--- config.mk ---
export PLATFORM = sky130hd
export DESIGN_NAME = bernoulli_function_pair_top
export DESIGN_NICKNAME = d
export VERILOG_FILES = /design/src/rtl/core/bfp_pkg.sv /design/src/rtl/core/bernoulli_function_pair_top.sv /design/src/rtl/core/bfp_front.sv /design/src/rtl/core/bfp_queue.sv /design/src/rtl/core/bfp_back.sv
export SDC_FILE = /design/constraint.sdc
export NUM_CORES = 2
export LEC_CHECK = 0
export BUFFER_PORTS_ARGS = -buffer_cell sky130_fd_sc_hd__buf_2
export CAP_MARGIN = 20
export CORE_MARGIN = 3
export CORE_UTILIZATION = 68
export CTS_CLUSTER_SIZE = 20
export DETAILED_ROUTE_END_ITERATION = 10
export PLACE_DENSITY = 0.85
export SETUP_SLACK_MARGIN = 0.1
export SYNTH_ARGS = -nofsm -noshare
export SYNTH_HDL_FRONTEND = slang
export SYNTH_SLANG_ARGS = --single-unit
--- constraint.sdc ---
create_clock -name clk_i -period 34.3 [get_ports clk_i]
set_input_delay 6.86 -clock clk_i [delete_from_list [all_inputs] [get_ports clk_i]]
set_output_delay 6.86 -clock clk_i [all_outputs]
set_load 0.005 [all_outputs]
--- src/rtl/core/bfp_pkg.sv ---
`timescale 1ns / 1ps
// ----------------------------------------------------------------------------
// bfp_pkg
// Shared types and constants of the Bernoulli function pair block.
// ----------------------------------------------------------------------------
package bfp_pkg;

  localparam int unsigned VW = 24;   // potential sample width
  localparam int unsigned RW = 23;   // result width, unsigned Q7.16
  localparam int unsigned AW = 23;   // magnitude of the clamped difference

  localparam logic [47:0] LN2_Q48    = 48'hB17217F7D1CF;
  localparam logic [63:0] ONE_Q60    = 64'h1000_0000_0000_0000;
  localparam logic [RW-1:0] ONE_Q16  = 23'd65536;
  localparam logic [24:0] DIFF_LIMIT = 25'd4194304;
  localparam logic [4:0] SERIES_TERMS = 5'd20;

  // One classified request handed from the front end to the evaluator.
  typedef struct packed {
    logic [AW-1:0] mag;
    logic          neg;
    logic          zero;
    logic          sat;
    logic          last;
  } bfp_item_t;

endpackage

--- src/rtl/core/bernoulli_function_pair_top.sv ---
`timescale 1ns / 1ps
// ----------------------------------------------------------------------------
// bernoulli_function_pair_top
// Bernoulli function pair B(d), B(-d) of neighbor potential differences.
// ----------------------------------------------------------------------------
// Usage: samples enter on the s_axis channel, with tlast marking the final
// sample of a vector and tuser marking the first one. Every sample that has
// a predecessor in its vector yields one result on m_axis: B(d) and B(-d)
// in tdata, the clamp flag in tuser and the end-of-vector mark in tlast.
// A zero difference skips the arithmetic and goes straight to the output
// register. Any other difference passes through the ln2 reduction, 20
// series terms (each a multiply built from 32x32 partial products and a
// nibble division by the term index) and a bit-serial final division;
// this single shared evaluator works on one nonzero request at a time.
// A two-entry queue lets the front end take samples while the evaluator
// is busy; samples that make no result are taken while the queue has
// room. Reset clears the stored previous sample and the queue. When
// the receiver stalls, the result waits in the output register, the
// evaluator finishes the next request and then holds it until taken.
// ----------------------------------------------------------------------------
module bernoulli_function_pair_top import bfp_pkg::*; (
  input  logic        clk_i,
  input  logic        rst_ni,
  input  logic        s_axis_tvalid,
  output logic        s_axis_tready,
  input  logic [23:0] s_axis_tdata,   // [23:0] v_sample
  input  logic        s_axis_tuser,   // [0] first_sample
  input  logic        s_axis_tlast,   // last_sample
  output logic        m_axis_tvalid,
  input  logic        m_axis_tready,
  output logic [47:0] m_axis_tdata,   // [22:0] b_forward, [45:23] b_backward
  output logic        m_axis_tuser,   // [0] diff_saturated
  output logic        m_axis_tlast    // last_result
);

  logic          push, full, pop, avail;
  bfp_item_t     f_item, q_item;
  logic [RW-1:0] fwd, bwd;

  bfp_front u_front (
    .clk_i      (clk_i),
    .rst_ni     (rst_ni),
    .in_valid_i (s_axis_tvalid),
    .in_ready_o (s_axis_tready),
    .v_sample_i (s_axis_tdata),
    .first_i    (s_axis_tuser),
    .last_i     (s_axis_tlast),
    .push_o     (push),
    .item_o     (f_item),
    .full_i     (full)
  );

  bfp_queue u_queue (
    .clk_i   (clk_i),
    .rst_ni  (rst_ni),
    .push_i  (push),
    .item_i  (f_item),
    .full_o  (full),
    .pop_i   (pop),
    .avail_o (avail),
    .item_o  (q_item)
  );

  bfp_back u_back (
    .clk_i        (clk_i),
    .rst_ni       (rst_ni),
    .avail_i      (avail),
    .item_i       (q_item),
    .pop_o        (pop),
    .out_valid_o  (m_axis_tvalid),
    .out_ready_i  (m_axis_tready),
    .b_forward_o  (fwd),
    .b_backward_o (bwd),
    .sat_o        (m_axis_tuser),
    .last_o       (m_axis_tlast)
  );

  assign m_axis_tdata = {2'b00, bwd, fwd};

endmodule

--- src/rtl/core/bfp_front.sv ---
`timescale 1ns / 1ps
// ----------------------------------------------------------------------------
// bfp_front
// Accepts potential samples, forms and clamps the neighbor difference.
// ----------------------------------------------------------------------------
module bfp_front import bfp_pkg::*; (
  input  logic          clk_i,
  input  logic          rst_ni,
  input  logic          in_valid_i,
  output logic          in_ready_o,
  input  logic [VW-1:0] v_sample_i,
  input  logic          first_i,
  input  logic          last_i,
  output logic          push_o,
  output bfp_item_t     item_o,
  input  logic          full_i
);

  logic [VW-1:0] prev_q, prev_d;
  logic          have_q, have_d;
  logic [24:0]   diff;
  logic [24:0]   clamped;
  logic          accept;

  assign in_ready_o = !full_i;
  assign accept     = in_valid_i && !full_i;

  always_comb begin
    diff = {v_sample_i[VW-1], v_sample_i} - {prev_q[VW-1], prev_q};
    item_o.sat = 1'b0;
    clamped = diff;
    if (!diff[24] && diff > DIFF_LIMIT) begin
      clamped = DIFF_LIMIT;
      item_o.sat = 1'b1;
    end else if (diff[24] && diff < (25'd0 - DIFF_LIMIT)) begin
      clamped = 25'd0 - DIFF_LIMIT;
      item_o.sat = 1'b1;
    end
    item_o.neg  = clamped[24];
    item_o.zero = (clamped == 25'd0);
    item_o.mag  = clamped[24] ? AW'(25'd0 - clamped) : clamped[AW-1:0];
    item_o.last = last_i;
  end

  assign push_o = accept && !first_i && have_q;

  always_comb begin
    prev_d = prev_q;
    have_d = have_q;
    if (accept) begin
      prev_d = v_sample_i;
      have_d = !last_i;
    end
  end

  always_ff @(posedge clk_i or negedge rst_ni) begin
    if (!rst_ni) begin
      prev_q <= '0;
      have_q <= 1'b0;
    end else begin
      prev_q <= prev_d;
      have_q <= have_d;
    end
  end

endmodule

--- src/rtl/core/bfp_queue.sv ---
`timescale 1ns / 1ps
// ----------------------------------------------------------------------------
// bfp_queue
// Two-entry queue between the front end and the evaluator.
// ----------------------------------------------------------------------------
module bfp_queue import bfp_pkg::*; (
  input  logic      clk_i,
  input  logic      rst_ni,
  input  logic      push_i,
  input  bfp_item_t item_i,
  output logic      full_o,
  input  logic      pop_i,
  output logic      avail_o,
  output bfp_item_t item_o
);

  bfp_item_t  slot_q [2];
  logic       wptr_q, wptr_d, rptr_q, rptr_d;
  logic [1:0] cnt_q, cnt_d;

  assign full_o  = (cnt_q == 2'd2);
  assign avail_o = (cnt_q != 2'd0);
  assign item_o  = slot_q[rptr_q];

  always_comb begin
    wptr_d = wptr_q;
    rptr_d = rptr_q;
    cnt_d  = cnt_q;
    if (push_i) begin
      wptr_d = !wptr_q;
      cnt_d  = cnt_d + 2'd1;
    end
    if (pop_i) begin
      rptr_d = !rptr_q;
      cnt_d  = cnt_d - 2'd1;
    end
  end

  always_ff @(posedge clk_i) begin
    if (push_i) begin
      slot_q[wptr_q] <= item_i;
    end
  end

  always_ff @(posedge clk_i or negedge rst_ni) begin
    if (!rst_ni) begin
      wptr_q <= 1'b0;
      rptr_q <= 1'b0;
      cnt_q  <= 2'd0;
    end else begin
      wptr_q <= wptr_d;
      rptr_q <= rptr_d;
      cnt_q  <= cnt_d;
    end
  end

endmodule

--- src/rtl/core/bfp_back.sv ---
`timescale 1ns / 1ps
// ----------------------------------------------------------------------------
// bfp_back
// Sequential evaluator: range reduction, exp series, final division, and
// the output register.
// ----------------------------------------------------------------------------
module bfp_back import bfp_pkg::*; (
  input  logic          clk_i,
  input  logic          rst_ni,
  input  logic          avail_i,
  input  bfp_item_t     item_i,
  output logic          pop_o,
  output logic          out_valid_o,
  input  logic          out_ready_i,
  output logic [RW-1:0] b_forward_o,
  output logic [RW-1:0] b_backward_o,
  output logic          sat_o,
  output logic          last_o
);

  localparam logic [2:0] S_IDLE = 3'd0;
  localparam logic [2:0] S_NDIV = 3'd1;
  localparam logic [2:0] S_MUL  = 3'd2;
  localparam logic [2:0] S_KDIV = 3'd3;
  localparam logic [2:0] S_FIN  = 3'd4;
  localparam logic [2:0] S_QDIV = 3'd5;
  localparam logic [2:0] S_OUT  = 3'd6;

  logic [2:0]    st_q, st_d;
  bfp_item_t     it_q, it_d;
  logic [6:0]    cnt_q, cnt_d;
  logic [54:0]   nrem_q, nrem_d;
  logic [6:0]    n_q, n_d;
  logic [59:0]   red_q, red_d;
  logic [60:0]   term_q, term_d;
  logic [63:0]   sum_q, sum_d;
  logic [4:0]    k_q, k_d;
  logic [1:0]    pp_q, pp_d;
  logic [121:0]  acc_q, acc_d;
  logic [59:0]   prod_q, prod_d;
  logic [55:0]   kquo_q, kquo_d;
  logic [4:0]    krem_q, krem_d;
  logic [62:0]   dvd_q, dvd_d;
  logic [43:0]   den_q, den_d;
  logic [43:0]   qrem_q, qrem_d;
  logic [61:0]   quo_q, quo_d;
  logic [RW-1:0] fwd_q, fwd_d, bwd_q, bwd_d;
  logic          ov_q, ov_d;
  logic [RW-1:0] of_q, of_d, ob_q, ob_d;
  logic          os_q, os_d, ol_q, ol_d;

  // Shared datapath intermediates.
  logic [54:0]   nsub;
  logic [31:0]   mx, my;
  logic [63:0]   pprod;
  logic [121:0]  pshift;
  logic [5:0]    kr;
  logic [3:0]    kq;
  logic [59:0]   knew;
  logic [63:0]   expv, dfull;
  logic [43:0]   dent;
  logic [44:0]   qr;
  logic          qbit;
  logic [62:0]   lg_val;
  logic [62:0]   sm_val;
  logic [62:0]   amag;

  assign out_valid_o  = ov_q;
  assign b_forward_o  = of_q;
  assign b_backward_o = ob_q;
  assign sat_o        = os_q;
  assign last_o       = ol_q;

  always_comb begin
    st_d = st_q; it_d = it_q; cnt_d = cnt_q; nrem_d = nrem_q; n_d = n_q;
    red_d = red_q; term_d = term_q; sum_d = sum_q; k_d = k_q; pp_d = pp_q;
    acc_d = acc_q; prod_d = prod_q; kquo_d = kquo_q; krem_d = krem_q;
    dvd_d = dvd_q; den_d = den_q; qrem_d = qrem_q; quo_d = quo_q;
    fwd_d = fwd_q; bwd_d = bwd_q;
    ov_d = ov_q; of_d = of_q; ob_d = ob_q; os_d = os_q; ol_d = ol_q;
    pop_o = 1'b0;

    nsub = 55'({7'd0, LN2_Q48} << cnt_q[2:0]);

    case (pp_q)
      2'd0:    begin mx = term_q[31:0];         my = red_q[31:0];         end
      2'd1:    begin mx = term_q[31:0];         my = {4'd0, red_q[59:32]}; end
      2'd2:    begin mx = {3'd0, term_q[60:32]}; my = red_q[31:0];         end
      default: begin mx = {3'd0, term_q[60:32]}; my = {4'd0, red_q[59:32]}; end
    endcase
    pprod = mx * my;
    case (pp_q)
      2'd0:    pshift = {58'd0, pprod};
      2'd3:    pshift = {pprod[57:0], 64'd0};
      default: pshift = {26'd0, pprod, 32'd0};
    endcase

    // Four restoring steps of the division by the term index.
    kr = {1'b0, krem_q};
    kq = '0;
    for (int i = 3; i >= 0; i--) begin
      kr = {kr[4:0], prod_q[56+i]};
      if (kr >= {1'b0, k_q}) begin
        kr = kr - {1'b0, k_q};
        kq[i] = 1'b1;
      end
    end
    knew = {kquo_q, kq};

    expv  = (n_q < 7'd64) ? (sum_q >> n_q[5:0]) : 64'd0;
    dfull = ONE_Q60 - expv;
    dent  = (dfull[63:20] == 44'd0) ? 44'd1 : dfull[63:20];

    qr   = {qrem_q, dvd_q[62]};
    qbit = (qr >= {1'b0, den_q});
    if (qbit) begin
      qr = qr - {1'b0, den_q};
    end
    lg_val = {quo_q, qbit};
    amag   = {40'd0, it_q.mag};
    sm_val = (lg_val >= amag) ? lg_val - amag : 63'd0;

    if (ov_q && out_ready_i) begin
      ov_d = 1'b0;
    end

    case (st_q)
      S_IDLE: begin
        if (avail_i) begin
          pop_o = 1'b1;
          it_d  = item_i;
          if (item_i.zero) begin
            fwd_d = ONE_Q16;
            bwd_d = ONE_Q16;
            st_d  = S_OUT;
          end else begin
            nrem_d = {item_i.mag, 32'd0};
            n_d    = '0;
            cnt_d  = 7'd6;
            st_d   = S_NDIV;
          end
        end
      end
      S_NDIV: begin
        if (nrem_q >= nsub) begin
          nrem_d = nrem_q - nsub;
          n_d[cnt_q[2:0]] = 1'b1;
        end
        if (cnt_q == 7'd0) begin
          red_d  = {nrem_d[47:0], 12'd0};
          term_d = ONE_Q60[60:0];
          sum_d  = ONE_Q60;
          k_d    = 5'd1;
          pp_d   = 2'd0;
          acc_d  = '0;
          st_d   = S_MUL;
        end else begin
          cnt_d = cnt_q - 7'd1;
        end
      end
      S_MUL: begin
        acc_d = acc_q + pshift;
        pp_d  = pp_q + 2'd1;
        if (pp_q == 2'd3) begin
          prod_d = acc_d[119:60];
          kquo_d = '0;
          krem_d = '0;
          cnt_d  = 7'd14;
          st_d   = S_KDIV;
        end
      end
      S_KDIV: begin
        prod_d = {prod_q[55:0], 4'd0};
        kquo_d = knew[55:0];
        krem_d = kr[4:0];
        if (cnt_q == 7'd0) begin
          term_d = {1'b0, knew};
          sum_d  = k_q[0] ? sum_q - {4'd0, knew} : sum_q + {4'd0, knew};
          if (k_q == SERIES_TERMS) begin
            st_d = S_FIN;
          end else begin
            k_d   = k_q + 5'd1;
            acc_d = '0;
            pp_d  = 2'd0;
            st_d  = S_MUL;
          end
        end else begin
          cnt_d = cnt_q - 7'd1;
        end
      end
      S_FIN: begin
        den_d  = dent;
        dvd_d  = {it_q.mag, 40'd0} + {20'd0, dent[43:1]};
        qrem_d = '0;
        quo_d  = '0;
        cnt_d  = 7'd62;
        st_d   = S_QDIV;
      end
      S_QDIV: begin
        dvd_d  = {dvd_q[61:0], 1'b0};
        qrem_d = qr[43:0];
        quo_d  = lg_val[61:0];
        if (cnt_q == 7'd0) begin
          if (it_q.neg) begin
            fwd_d = lg_val[RW-1:0];
            bwd_d = sm_val[RW-1:0];
          end else begin
            fwd_d = sm_val[RW-1:0];
            bwd_d = lg_val[RW-1:0];
          end
          st_d = S_OUT;
        end else begin
          cnt_d = cnt_q - 7'd1;
        end
      end
      S_OUT: begin
        if (!ov_d) begin
          ov_d = 1'b1;
          of_d = fwd_q;
          ob_d = bwd_q;
          os_d = it_q.sat;
          ol_d = it_q.last;
          st_d = S_IDLE;
        end
      end
      default: st_d = S_IDLE;
    endcase
  end

  always_ff @(posedge clk_i) begin
    it_q <= it_d; cnt_q <= cnt_d; nrem_q <= nrem_d; n_q <= n_d;
    red_q <= red_d; term_q <= term_d; sum_q <= sum_d; k_q <= k_d;
    pp_q <= pp_d; acc_q <= acc_d; prod_q <= prod_d; kquo_q <= kquo_d;
    krem_q <= krem_d; dvd_q <= dvd_d; den_q <= den_d; qrem_q <= qrem_d;
    quo_q <= quo_d; fwd_q <= fwd_d; bwd_q <= bwd_d;
    of_q <= of_d; ob_q <= ob_d; os_q <= os_d; ol_q <= ol_d;
  end

  always_ff @(posedge clk_i or negedge rst_ni) begin
    if (!rst_ni) begin
      st_q <= S_IDLE;
      ov_q <= 1'b0;
    end else begin
      st_q <= st_d;
      ov_q <= ov_d;
    end
  end

endmodule
==> results.md <==
- Status: complete, no violations
- Worst Skew: 0.08512 ns
- Critical Path RT: 34.78 ns
- Total GRT Usage: 39.98%
- Initial Utilization: 68.73%
- Critical path fanouts, max: 56
- CTS tree: built
- Final Hold Fails: 0
- Pins Over Slew Limit: 0
- Crit. End Element: flip-flop
- CP Class: reg2reg
- P&R area growth vs syn: 5.690%
- IO buf count: 79
- Portion of netlist area occupied by mux cells: 5.857%
- Cts repair resizes: 0
- Slew of the pin with the lowest slew margin: 1.163 ns
- Clk slew on worst S/H paths: 0.07 ns
- Layer with the highest usage: met2
- Cts hold-fix bufs: 0
- Grt ovf: 0
- Synthesized-area fraction occupied by adder cells: 27.23%
- Final wirelength: 291200 microns
- First-pass GRT wire length: 450900 microns
- H-tree Lvls: 3
- CTS Buf Count: 98
- Die width: 382 microns
- DR vias/cell: 6.532
- Synth area leaders: edfxtp_1, fa_1, ha_1, nor2_1, inv_1
- WP buf/inv: 8
- CP arrival: 15.89 ns
- Register area share after synthesis: 28.25%
- Main synth FF type: edfxtp_1
- Yosys reg bits: 910
- Max Fclk: 64.90 MHz
- Hold Crit Class: reg2reg
- Max stage delay on crit path: 0.87 ns
- Footprint of the multi-input gates: 0.06256 sq mm
- Core outline area: 0.1399 sq mm
- RSZ-0062 raised after global routing: no
- Mean Syn Cell Area: 9.483 sq um
- Worst relative slew slack: 22.46%
- Tmin final: 15.41 ns
- Delay-heaviest family, CP: compound AO/OA/AOI/OAI gates
- CTS Root Cell: clkbuf_16
- Initial antenna violation count: 8
- Met3 Usage GRT: 10.94%
- Post-Syn Area: 0.09613 sq mm
- CTS Buffer Depth: 3
- Register Area: 0.02716 sq mm
- Vias in the first global route: 78110
- Final core utilization: 72.64%
- GR Util met1: 51.95%
- Clk Latency, worst-skew pair: 0.77 ns
- Final Setup Violations: 0
- Count leader, synth: nor2_1
- Clock Sinks: 910
- CP startpoint kind: flip-flop
- Post-synth EDFFs: 877
- Asr flop ratio synth: 3.626%
- Cell mode on critical path: fa_1
- Post-Syn Instances: 10140
- Commonest cells in the netlist: nor2_1, inv_1, nand2_1
- HPWL reported at the end of detailed placement: 220200 microns
- Remaining DRCs: 0
- I/O pin cnt: 82
- MaxCap Viol Count: 0
- Nets@finish: 11540
- Drt pass-1 iters: 6
- Post-synth top area cell: edfxtp_1
- Yosys cell types: 117
- Simple-Gate Fraction of Synth Area: 15.36%
- Yosys top cell area share: 27.39%
- First-iteration detailed-routing DRC count: 8983
- Warnings, synthesis: 0
- Routed Antenna Nets: 0
- Routed vias: 77910
- Crit share post-route: 44.92%
- Fill count: 10130
- Largest family of logic cells by synthesized area: adder cells
- GR Layer Usage met2: 61.12%
- Complex-gate fraction of the synthesized area: 11.96%
- Post-synthesis xor/xnor area fraction: 4.387%
- Placer Congestion: 1.042
- Die area: 0.1459 sq mm
- Slowest CP cell: o311ai_0
- Largest net degree at the start of global routing: 173
- Final TNS setup: 0 ns
- Post-CTS Setup Bufs: 0
- Chip Height: 382 microns
- Drt wl/cell: 24.42 microns
- Share of cells above drive strength 1: 7.466%
- Site Rows: 137
[stage by stage]
stage / hold slack [ns] / instance area, sq um / setup WS, ns / std cells
finish: 0.4148 / 101600 / 18.89 / 11930
global route: 0.4169 / 101600 / 18.08 / 11920
CTS: 0.4153 / 101600 / 19.07 / 11920
detailed placement: 0.4045 / 98060 / 19.12 / 11740
global placement: 0.4041 / 98040 / 19.26 / 11740
floorplan: 0.4003 / 96140 / 21.35 / 10140
[flip-flops by register name, indices dropped and copies added, names as in the netlist, 24 cells and up]
register	flops
u_back.nrem_q	55
u_back.acc_q	120
u_back.term_q	61
u_back.sum_q	64
u_back.den_q	44
u_queue.slot_q	54
u_back.kquo_q	56
u_back.quo_q	62
u_back.prod_q	60
u_back.red_q	48
u_back.dvd_q	63
u_back.qrem_q	44
u_front.prev_q	24
[placed cells by master, fill, tap and decap left out, drive strengths merged, types with 22 or more instances in the layout]
master,Yosys,final
a21oi,519,519
clkinv,3,44
xnor2,318,318
nand2,1010,1010
edfxtp,877,877
and3,161,161
xor2,161,161
o31ai,28,28
o21bai,69,69
mux2,168,168
a211oi,55,55
clkbuf,416,108
buf,83,220
nand3,118,118
mux2i,169,169
nor3,144,144
a21o,288,288
o21ai,381,381
a31oi,52,52
fa,907,907
dfrtp,33,33
nand2b,89,89
o211ai,38,38
mux4,89,89
and2,140,140
or3,39,39
nor4,38,38
nand4,88,88
inv,1201,1207
a22o,55,55
o21a,59,59
or2,26,26
nor2,1254,1254
ha,641,641
nor2b,93,93
a21boi,22,22
[worst paths after layout]
| path | from | end | slack (ns) | cells after the start |
|---|---|---|---|---|
| min in group asynchronous | rst_ni | u_front.prev_q[14]$_DFFE_PN0P_ | 6.24 | 1 |
| setup / recovery | u_back.pp_q[0]$_SDFFCE_PN0P_ | u_back.prod_q[59]$_DFFE_PP_ | 18.89 | 47 |
| hold / removal | u_back.bwd_q[9]$_SDFFCE_PN0P_ | u_back.b_backward_o[9]$_DFFE_PP_ | 0.41 | 0 |
| max in group asynchronous | rst_ni | u_back.st_q[0]$_DFFE_PN0P_ | 27.43 | 1 |
| setup reg to reg | u_back.pp_q[0]$_SDFFCE_PN0P_ | u_back.prod_q[59]$_DFFE_PP_ | 18.89 | 47 |
| hold reg to reg | u_back.bwd_q[9]$_SDFFCE_PN0P_ | u_back.b_backward_o[9]$_DFFE_PP_ | 0.41 | 0 |
[kinds of logic (layout without fill, tap and decap cells)]
| group | after synthesis | count (layout) |
|---|---|---|
| AND/OR/NAND/NOR | 3281 | 3281 |
| AO/OA/AOI/OAI | 1789 | 1789 |
| buffers and inverters | 1703 | 1608 |
| adder cells (fa/ha/maj) | 1548 | 1548 |
| flip-flops | 910 | 910 |
| XOR/XNOR | 480 | 480 |
| multiplexers | 426 | 426 |
| other | 1 | 10 |
[layout make-up]
cell class / count / area share, %
Antenna cell: 7 / 0.01724
Clock buffer: 108 / 2.471
Clock inverter: 76 / 0.9753
Inverter: 1204 / 4.449
Multi-Input combinational cell: 7527 / 61.57
Sequential cell: 910 / 26.73
Tap cell: 1876 / 2.310
Timing Repair Buffer: 220 / 1.470
[per-layer routing]
metal / routed length [microns] / vias up
met2: 129600 / 4918
li1: - / 34040
met1: 106400 / 37870
met5: 32 / -
met3: 35540 / 1086
met4: 19720 / 4
Power is not shown: default switching activity piles up to over one toggle a cycle in this logic, so the estimate is an artifact.
